`src/rtl/ifw_pkg.sv`:
```
// shared types and constants for the id3v2 frame walker
`default_nettype none
package ifw_pkg;
	localparam int unsigned BYTE_W    = 8;
	localparam int unsigned ID_W      = 32;
	localparam int unsigned SIZE_W    = 28;
	localparam int unsigned POS_W     = 32;
	localparam int unsigned FIELD_W   = 4;
	localparam int unsigned KIND_W    = 2;
	localparam int unsigned CFG_IDX_W = 1;

	localparam logic [ID_W-1:0]    CHOSEN_ID_RESET = 32'h4150_4943;
	localparam logic [FIELD_W-1:0] HDR_LAST        = 4'd9;
	localparam logic [FIELD_W-1:0] VER_MAJ_IDX     = 4'd3;
	localparam logic [FIELD_W-1:0] VER_REV_IDX     = 4'd4;
	localparam logic [FIELD_W-1:0] SIZE_FIRST_IDX  = 4'd6;
	localparam logic [FIELD_W-1:0] ID_END_IDX      = 4'd4;
	localparam logic [FIELD_W-1:0] SIZE_END_IDX    = 4'd8;
	localparam logic [FIELD_W-1:0] FLAG_FIRST      = 4'd1;
	localparam logic [FIELD_W-1:0] FLAG_STOP       = 4'd2;
	localparam logic [POS_W:0]     HDR_LEN         = 33'd10;

	localparam logic [KIND_W-1:0] KIND_VERSION = 2'd0;
	localparam logic [KIND_W-1:0] KIND_PAYLOAD = 2'd1;
	localparam logic [KIND_W-1:0] KIND_EMPTY   = 2'd2;

	localparam logic [CFG_IDX_W-1:0] CFG_CHOSEN_ID   = 1'd0;
	localparam logic [CFG_IDX_W-1:0] CFG_SELECT_MODE = 1'd1;

	typedef enum logic [1:0] {
		PH_HEADER,
		PH_FRAMEHD,
		PH_PAYLOAD,
		PH_DONE
	} phase_t;

	typedef struct packed {
		logic [KIND_W-1:0] kind;
		logic [ID_W-1:0]   frame_tag;
		logic [BYTE_W-1:0] payload_byte;
		logic              first_of_frame;
		logic              last_of_frame;
		logic [BYTE_W-1:0] ver_major;
		logic [BYTE_W-1:0] revision;
	} ifw_result_t;
endpackage
`default_nettype wire

```
`src/rtl/ifw_parse.sv`:
```
// parse state registers and per-byte next-state and result logic
`default_nettype none
module ifw_parse (
	input  wire logic                       clk,
	input  wire logic                       arst_n,
	input  wire logic                       in_fire,
	input  wire logic [ifw_pkg::BYTE_W-1:0] data_byte,
	input  wire logic                       file_start,
	input  wire logic [ifw_pkg::ID_W-1:0]   chosen_frame_id,
	input  wire logic                       select_mode,
	output logic                            res_valid,
	output ifw_pkg::ifw_result_t            res
);
	import ifw_pkg::*;

	phase_t              phase_q, phase_e, phase_n;
	logic [POS_W-1:0]    pos_q, pos_e, pos_n;
	logic [FIELD_W-1:0]  fi_q, fi_e, fi_n;
	logic [SIZE_W-1:0]   tl_q, tl_e, tl_n;
	logic [ID_W-1:0]     id_q, id_e, id_n, id_sh;
	logic [SIZE_W-1:0]   pl_q, pl_e, pl_n, pl_sh;
	logic [15:0]         ver_q, ver_e, ver_n;
	logic                passed_q, passed_e, passed_n;
	logic                at_end, match, sel_match, pl_last;

	// file_start restarts the walk on this very byte
	always_comb begin
		if (file_start) begin
			phase_e  = PH_HEADER;
			pos_e    = '0;
			fi_e     = '0;
			tl_e     = '0;
			id_e     = '0;
			pl_e     = '0;
			ver_e    = '0;
			passed_e = 1'b0;
		end else begin
			phase_e  = phase_q;
			pos_e    = pos_q;
			fi_e     = fi_q;
			tl_e     = tl_q;
			id_e     = id_q;
			pl_e     = pl_q;
			ver_e    = ver_q;
			passed_e = passed_q;
		end
	end

	always_comb begin
		at_end    = ({1'b0, pos_e} >= ({5'd0, tl_e} + HDR_LEN)) || (data_byte == '0);
		match     = (id_e == chosen_frame_id);
		sel_match = select_mode && match;
		pl_last   = (pl_e <= SIZE_W'(1));
		id_sh     = (fi_e == '0) ? {24'd0, data_byte} : {id_e[ID_W-BYTE_W-1:0], data_byte};
		pl_sh     = (fi_e == '0) ? '0 : {pl_e[SIZE_W-8:0], data_byte[6:0]};
	end

	// next state
	always_comb begin
		phase_n  = phase_e;
		pos_n    = pos_e;
		fi_n     = fi_e;
		tl_n     = tl_e;
		id_n     = id_e;
		pl_n     = pl_e;
		ver_n    = ver_e;
		passed_n = passed_e;
		if (phase_e != PH_DONE && pos_e != '1) begin
			pos_n = pos_e + POS_W'(1);
		end
		unique case (phase_e)
			PH_HEADER: begin
				if (fi_e == VER_MAJ_IDX) begin
					ver_n = {data_byte, ver_e[7:0]};
				end else if (fi_e == VER_REV_IDX) begin
					ver_n = {ver_e[15:8], data_byte};
				end else if (fi_e >= SIZE_FIRST_IDX) begin
					tl_n = {tl_e[SIZE_W-8:0], data_byte[6:0]};
				end
				if (fi_e >= HDR_LAST) begin
					phase_n = PH_FRAMEHD;
					fi_n    = '0;
				end else begin
					fi_n = fi_e + FIELD_W'(1);
				end
			end
			PH_FRAMEHD: begin
				if (fi_e == '0 && at_end) begin
					phase_n = PH_DONE;
				end else begin
					if (fi_e == '0) begin
						pl_n = '0;
					end
					if (fi_e < ID_END_IDX) begin
						id_n = id_sh;
					end else if (fi_e < SIZE_END_IDX) begin
						pl_n = pl_sh;
					end
					if (fi_e >= HDR_LAST) begin
						passed_n = select_mode ? match : !match;
						if (pl_e == '0) begin
							if (sel_match) begin
								phase_n = PH_DONE;
							end else begin
								fi_n = '0;
							end
						end else begin
							phase_n = PH_PAYLOAD;
							fi_n    = FLAG_FIRST | (sel_match ? FLAG_STOP : '0);
						end
					end else begin
						fi_n = fi_e + FIELD_W'(1);
					end
				end
			end
			PH_PAYLOAD: begin
				fi_n = fi_e & ~FLAG_FIRST;
				pl_n = pl_last ? '0 : pl_e - SIZE_W'(1);
				if (pl_last) begin
					if ((fi_e & FLAG_STOP) != '0) begin
						phase_n = PH_DONE;
					end else begin
						phase_n = PH_FRAMEHD;
						fi_n    = '0;
					end
				end
			end
			PH_DONE: begin
			end
			default: begin
			end
		endcase
	end

	// result
	always_comb begin
		res_valid = 1'b0;
		res       = '0;
		unique case (phase_e)
			PH_HEADER: begin
				if (fi_e >= HDR_LAST) begin
					res_valid     = 1'b1;
					res.kind      = KIND_VERSION;
					res.ver_major = ver_e[15:8];
					res.revision  = ver_e[7:0];
				end
			end
			PH_FRAMEHD: begin
				if (fi_e >= HDR_LAST && pl_e == '0 && sel_match) begin
					res_valid         = 1'b1;
					res.kind          = KIND_EMPTY;
					res.frame_tag     = id_e;
					res.last_of_frame = 1'b1;
				end
			end
			PH_PAYLOAD: begin
				if (passed_e) begin
					res_valid          = 1'b1;
					res.kind           = KIND_PAYLOAD;
					res.frame_tag      = id_e;
					res.payload_byte   = data_byte;
					res.first_of_frame = fi_e[0];
					res.last_of_frame  = pl_last;
				end
			end
			PH_DONE: begin
			end
			default: begin
			end
		endcase
	end

	always_ff @(posedge clk or negedge arst_n) begin
		if (!arst_n) begin
			phase_q  <= PH_HEADER;
			pos_q    <= '0;
			fi_q     <= '0;
			tl_q     <= '0;
			id_q     <= '0;
			pl_q     <= '0;
			ver_q    <= '0;
			passed_q <= 1'b0;
		end else if (in_fire) begin
			phase_q  <= phase_n;
			pos_q    <= pos_n;
			fi_q     <= fi_n;
			tl_q     <= tl_n;
			id_q     <= id_n;
			pl_q     <= pl_n;
			ver_q    <= ver_n;
			passed_q <= passed_n;
		end
	end
endmodule
`default_nettype wire

```
`src/rtl/ifw_out_reg.sv`:
```
// result register between the parser and the output channel
`default_nettype none
module ifw_out_reg (
	input  wire logic                 clk,
	input  wire logic                 arst_n,
	input  wire logic                 in_valid,
	output logic                      in_ready,
	input  wire logic                 res_valid,
	input  wire ifw_pkg::ifw_result_t res,
	output logic                      out_valid,
	input  wire logic                 out_ready,
	output ifw_pkg::ifw_result_t      out_res
);
	import ifw_pkg::*;

	logic        valid_q;
	ifw_result_t res_q;

	assign in_ready  = !valid_q || out_ready;
	assign out_valid = valid_q;
	assign out_res   = res_q;

	always_ff @(posedge clk or negedge arst_n) begin
		if (!arst_n) begin
			valid_q <= 1'b0;
		end else if (in_valid && in_ready) begin
			valid_q <= res_valid;
		end else if (out_ready) begin
			valid_q <= 1'b0;
		end
	end

	always_ff @(posedge clk) begin
		if (in_valid && in_ready && res_valid) begin
			res_q <= res;
		end
	end
endmodule
`default_nettype wire

```
`src/rtl/id3v2_frame_walker_core.sv`:
```
// top level of the id3v2 tag frame walker
//
// Bytes of a file enter on the in channel, one per request, with file_start
// high on byte 0 of a new file. The tag header gives one version result;
// payload bytes of passed frames come out one per request on the out
// channel, with frame_tag, first_of_frame and last_of_frame. In select mode
// a chosen frame with no payload gives one empty marker.
// A result is in the output register on the cycle after its byte is taken.
// Throughput is one byte per cycle while in_ready is high; every byte is
// handled by one pass of counter and compare logic in the parser.
// in_ready is high while the output register is empty or being taken, so a
// stalled receiver holds at most one result and then backpressures input.
// Configuration writes (index 0 chosen frame ID, index 1 select mode) are
// taken at any time; cfg_ready is always high.
// Reset sets the chosen ID to APIC, exclude mode, and the walk to the tag
// header; the output register comes up empty.
`default_nettype none
module id3v2_frame_walker_core (
	input  wire logic                          clk,
	input  wire logic                          arst_n,
	input  wire logic                          in_valid,
	output logic                               in_ready,
	input  wire logic [ifw_pkg::BYTE_W-1:0]    data_byte,
	input  wire logic                          file_start,
	output logic                               out_valid,
	input  wire logic                          out_ready,
	output logic [ifw_pkg::KIND_W-1:0]         kind,
	output logic [ifw_pkg::ID_W-1:0]           frame_tag,
	output logic [ifw_pkg::BYTE_W-1:0]         payload_byte,
	output logic                               first_of_frame,
	output logic                               last_of_frame,
	output logic [ifw_pkg::BYTE_W-1:0]         ver_major,
	output logic [ifw_pkg::BYTE_W-1:0]         revision,
	input  wire logic                          cfg_valid,
	output logic                               cfg_ready,
	input  wire logic [ifw_pkg::CFG_IDX_W-1:0] cfg_index,
	input  wire logic [ifw_pkg::ID_W-1:0]      cfg_data
);
	import ifw_pkg::*;

	logic [ID_W-1:0] chosen_id_q;
	logic            select_mode_q;
	logic            res_valid;
	ifw_result_t     res;
	ifw_result_t     out_res;

	assign cfg_ready = 1'b1;

	always_ff @(posedge clk or negedge arst_n) begin
		if (!arst_n) begin
			chosen_id_q   <= CHOSEN_ID_RESET;
			select_mode_q <= 1'b0;
		end else if (cfg_valid) begin
			unique case (cfg_index)
				CFG_CHOSEN_ID:   chosen_id_q   <= cfg_data;
				CFG_SELECT_MODE: select_mode_q <= cfg_data[0];
				default: begin
				end
			endcase
		end
	end

	ifw_parse u_parse (
		.clk             (clk),
		.arst_n          (arst_n),
		.in_fire         (in_valid && in_ready),
		.data_byte       (data_byte),
		.file_start      (file_start),
		.chosen_frame_id (chosen_id_q),
		.select_mode     (select_mode_q),
		.res_valid       (res_valid),
		.res             (res)
	);

	ifw_out_reg u_out_reg (
		.clk       (clk),
		.arst_n    (arst_n),
		.in_valid  (in_valid),
		.in_ready  (in_ready),
		.res_valid (res_valid),
		.res       (res),
		.out_valid (out_valid),
		.out_ready (out_ready),
		.out_res   (out_res)
	);

	assign kind           = out_res.kind;
	assign frame_tag      = out_res.frame_tag;
	assign payload_byte   = out_res.payload_byte;
	assign first_of_frame = out_res.first_of_frame;
	assign last_of_frame  = out_res.last_of_frame;
	assign ver_major      = out_res.ver_major;
	assign revision       = out_res.revision;
endmodule
`default_nettype wire
```
`config.mk`:
```
export PLATFORM = sky130hd
export DESIGN_NAME = id3v2_frame_walker_core
export DESIGN_NICKNAME = d
export VERILOG_FILES = /design/src/rtl/ifw_pkg.sv /design/src/rtl/ifw_parse.sv /design/src/rtl/ifw_out_reg.sv /design/src/rtl/id3v2_frame_walker_core.sv
export SDC_FILE = /design/constraint.sdc
export NUM_CORES = 1
export LEC_CHECK = 0
export BUFFER_PORTS_ARGS = -buffer_cell sky130_fd_sc_hd__buf_2
export CORE_ASPECT_RATIO = 0.7
export CORE_UTILIZATION = 61
export CTS_CLUSTER_DIAMETER = 30
export DETAILED_ROUTE_END_ITERATION = 8
export PLACE_DENSITY_LB_ADDON = 0.15
export RECOVER_POWER = 50
export SLEW_MARGIN = 15
export SYNTH_ARGS = -nofsm -noshare
export SYNTH_HDL_FRONTEND = slang
export SYNTH_SLANG_ARGS = --single-unit
export TNS_END_PERCENT = 30
```
`constraint.sdc`:
```
create_clock -name clk -period 5.5 [get_ports clk]
set_input_delay 0.55 -clock clk [delete_from_list [all_inputs] [get_ports clk]]
set_output_delay 0.55 -clock clk [all_outputs]
set_load 0.03 [all_outputs]
```
==> flow_metrics.env <==
export IMPL_number_of_buffer_cells_added_on_primary_ports=108
export IMPL_drv_max_cap_violation_count=2
export IMPL_die_x_um=180
export IMPL_postCtsHoldBufs=0
export IMPL_synth_seq_area_share_pct=46.1
export IMPL_fin_skew_ns=0.0252
export IMPL_numCtsBuffers=38
export IMPL_r2r_start="u_parse.tl_q[1]"
export IMPL_critical_path_class="reg -> reg"
export IMPL_syn_area_per_cell_um2=9.77
export IMPL_grt_pass1_wl_um=62100
export IMPL_clock_tree_from_tritoncts="done"
export IMPL_grt_overflow_total=0
export IMPL_area_growth_syn_to_layout_pct=14.5
export IMPL_worstSetupEndpointType="flop"
export IMPL_synth_area_top_cells="dfrtp_1 31%, edfxtp_1 13%, nand2_1 4.6%, ha_1 3.8%, a22o_1 3.8%"
export IMPL_holdCritStartpoint="cfg_data[6]"
export IMPL_share_of_the_core_filled_with_cells_in_the_final_layout_pct=71.4
export IMPL_drt_first_iter_violations=1651
export IMPL_period_share_pct=91.8
export IMPL_die_h_um=127
export IMPL_grt_util_all_layers_pct=34.6
export IMPL_timing_setup_tns_ns=0
export IMPL_cts_buffer_depth=3
export IMPL_initial_core_util_pct=62.3
export IMPL_reg2reg_setup_slack_ns=0.45
export IMPL_max_slew_margin_rel_pct=-193
export IMPL_finalWorstPathRequiredPeriod_ns=5.05
export IMPL_vias=11900
export IMPL_clk_transition_reported_paths_ns=0.05
export IMPL_worst_ep_arrival_time_ns=5.49
export IMPL_async_reset_ff_share_pct=74.7
export IMPL_post_cts_repair_setup_buffers=0
export IMPL_first_global_vias=10900
export IMPL_mostFrequentLayoutCells="167 x dfrtp_1, 164 x nand2_1, 97 x nor2_1, 70 x o21ai_0, 62 x and3_1"
export IMPL_synth_largest_area_cell="dfrtp_1"
export IMPL_route_antenna_remaining_nets=0
export IMPL_hp_class="in -> reg"
export IMPL_synth_enable_flop_cells=60
export IMPL_most_common_cell_after_layout_fill_and_taps_aside="dfrtp_1"
export IMPL_nets=1563
export IMPL_detail_route_first_pass_iterations=7
export IMPL_timing_hold_violations_final=0
export IMPL_post_synthesis_net_count=1475
export IMPL_failing_checks="capacitance limit, slew limit"
export IMPL_wl_um=38800
export IMPL_drc=0
export IMPL_boundaryPins=110
export IMPL_cp_startpoint="u_parse.tl_q[1]"
export IMPL_antenna_found_initial=0
export IMPL_placement_rows=45
export IMPL_wl_per_cell_um=21.7
export IMPL_antennaDiodeCount=0
export IMPL_fp_dieArea_um2=22800
export IMPL_cts_sinks=237
export IMPL_cp_data_required_time_ns=5.94
export IMPL_clock_latency_ns=0.53
export IMPL_synth_lib_cells_used_distinct=89
export IMPL_synth_cell_area_um2=13500
export IMPL_grt_start_max_net_pins=91
export IMPL_worst_path_max_fanout=6
export IMPL_ff2ff_path_depth=17
export IMPL_final_layout_size_suffix_gt1_share_pct=14.3
export IMPL_floorplan_core_area_um2=21700
export IMPL_slew_violations=127
export IMPL_via_per_inst=6.65
export IMPL_transition_at_the_pin_with_the_smallest_max_transition_slack_ns=4.39
export IMPL_yosys_warnings=0
export IMPL_max_clock_freq_mhz=198
export IMPL_finalSetupViolations=0
export IMPL_crit_path_end="u_parse.pl_q[15]"
export IMPL_netlist_instances=1387
export IMPL_post_cts_resized_instances=0
export IMPL_ys_flop_type="dfrtp_1"
export IMPL_flip_flop_and_latch_count_after_synthesis=237
export IMPL_cts_root_buf="clkbuf_16"
export IMPL_worst_setup_path_start_kind="flop"
export IMPL_ir_worst_vdd_v=0.000253
export IMPL_unrepaired_setup_endpoints_after_global_routing="no"
export IMPL_power_density_cell_area_nw_per_um2=368
export IMPL_status="finished with violations"
export IMPL_synth_top_cell_area_share_pct=30.9
export IMPL_cts_htree_levels=2
export IMPL_r2r_end="u_parse.pl_q[15]"
export IMPL_dp_final_hpwl_um=26200
export IMPL_finalWeightedCongestion=0.973
export IMPL_power_leakage_nw=6.61
[power by group]
group / internal [mW] / total [mW] / switching (mW)
registers: 1.94 / 2.16 / 0.223
clock network: 1.52 / 2.44 / 0.928
logic: 0.404 / 1.10 / 0.696
total: 3.86 / 5.71 / 1.85
[registers in the layout (all words and copies together), names as in the netlist]
name,flops
u_parse.pos_q,32
u_parse.fi_q,4
chosen_id_q,32
select_mode_q,1
u_parse.pl_q,28
u_out_reg.out_res,60
u_parse.ver_q,16
u_out_reg.out_valid,1
u_parse.phase_q,2
u_parse.id_q,32
u_parse.passed_q,1
u_parse.tl_q,28
[cell usage after synthesis (7+ instances only)]
master / n
dfrtp_1: 167
nand2_1: 165
nor2_1: 97
o21ai_0: 70
and3_1: 62
edfxtp_1: 60
a21oi_1: 59
a22o_1: 58
clkbuf_1: 46
nor2b_1: 44
xnor2_1: 44
ha_1: 41
nor3_1: 39
mux2_2: 31
nand3_1: 29
xor2_1: 27
buf_2: 25
a22oi_1: 24
a31oi_1: 23
inv_1: 21
nand4_1: 20
and2_1: 16
o32ai_1: 16
a21o_1: 12
a221o_1: 10
dfstp_2: 10
nor4_1: 10
buf_1: 9
o211ai_1: 8
and4_1: 7
nand2b_1: 7
o21a_1: 7
o31ai_1: 7
[layout make-up]
cell class              count  area, um2
repair buffers            134        664
fillers                  1631       6220
multi-input cells        1043       6860
clock inverters            25        260
flip-flops and latches    237       6240
clock buffers              44       1060
well taps                 282        353
inverters                  21       78.8
[routing by layer]
layer	GRT usage (%)	vias up	wire length, um
met5	0	-	0
met2	46.3	709	15600
li1	-	5324	-
met3	7.35	64	4420
met4	8.25	0	595
met1	56.0	5777	18200
[how the worst min path moves through the flow]
stage                                    to  slack [ns]  cells after the start
after floorplan             chosen_id_q[10]        0.25                      0
after global placement    u_parse.ver_q[10]        0.47                      1
after detailed placement   u_parse.ver_q[6]        0.47                      1
after CTS                  u_parse.tl_q[15]        0.14                      1
after global routing         chosen_id_q[6]        0.25                      3
final                        chosen_id_q[6]        0.24                      3
[per-stage QoR]
stage	total power, mW	setup slack, ns	std cells	area (um2)	hold WS [ns]
global placement	3.20	0.507	1717	14300	0.475
detailed placement	3.24	0.390	1717	14300	0.475
floorplan	2.89	0.0184	1387	13500	0.254
global route	5.94	0.163	1786	15500	0.247
CTS	5.69	0.625	1786	15600	0.140
finish	5.71	0.448	1786	15500	0.242
[kinds of logic (layout without fill, tap and decap cells)]
kind of cell	Yosys count	after routing	synth area share, %
AOI/OAI and AO/OA	366	366	19.4
xor gates and xnor gates	71	71	4.59
adders and majority gates	41	41	3.79
buffers and inverters	107	224	3.39
DFF	237	237	46.1
muxes	32	32	2.65
other	1	1	0.0277
and+or+nand+nor	532	532	20.0
[worst max-delay path, stage by stage, from the launching register on]
cell	delay [ns]
dfrtp_1	0.40
nor2b_1	0.21
ha_1	0.22
nor2_1	0.07
nor4b_1	0.65
nor2b_1	0.33
and4_1	0.34
nand4_1	0.14
xnor2_1	0.17
nand2_1	0.07
ha_1	0.32
nand3_1	0.12
nor4_1	0.50
o211ai_1	0.23
a2bb2oi_1	0.22
a21oi_1	0.59
a21o_1	0.26
a22o_1	0.15
(Power assumes the default switching activity.)
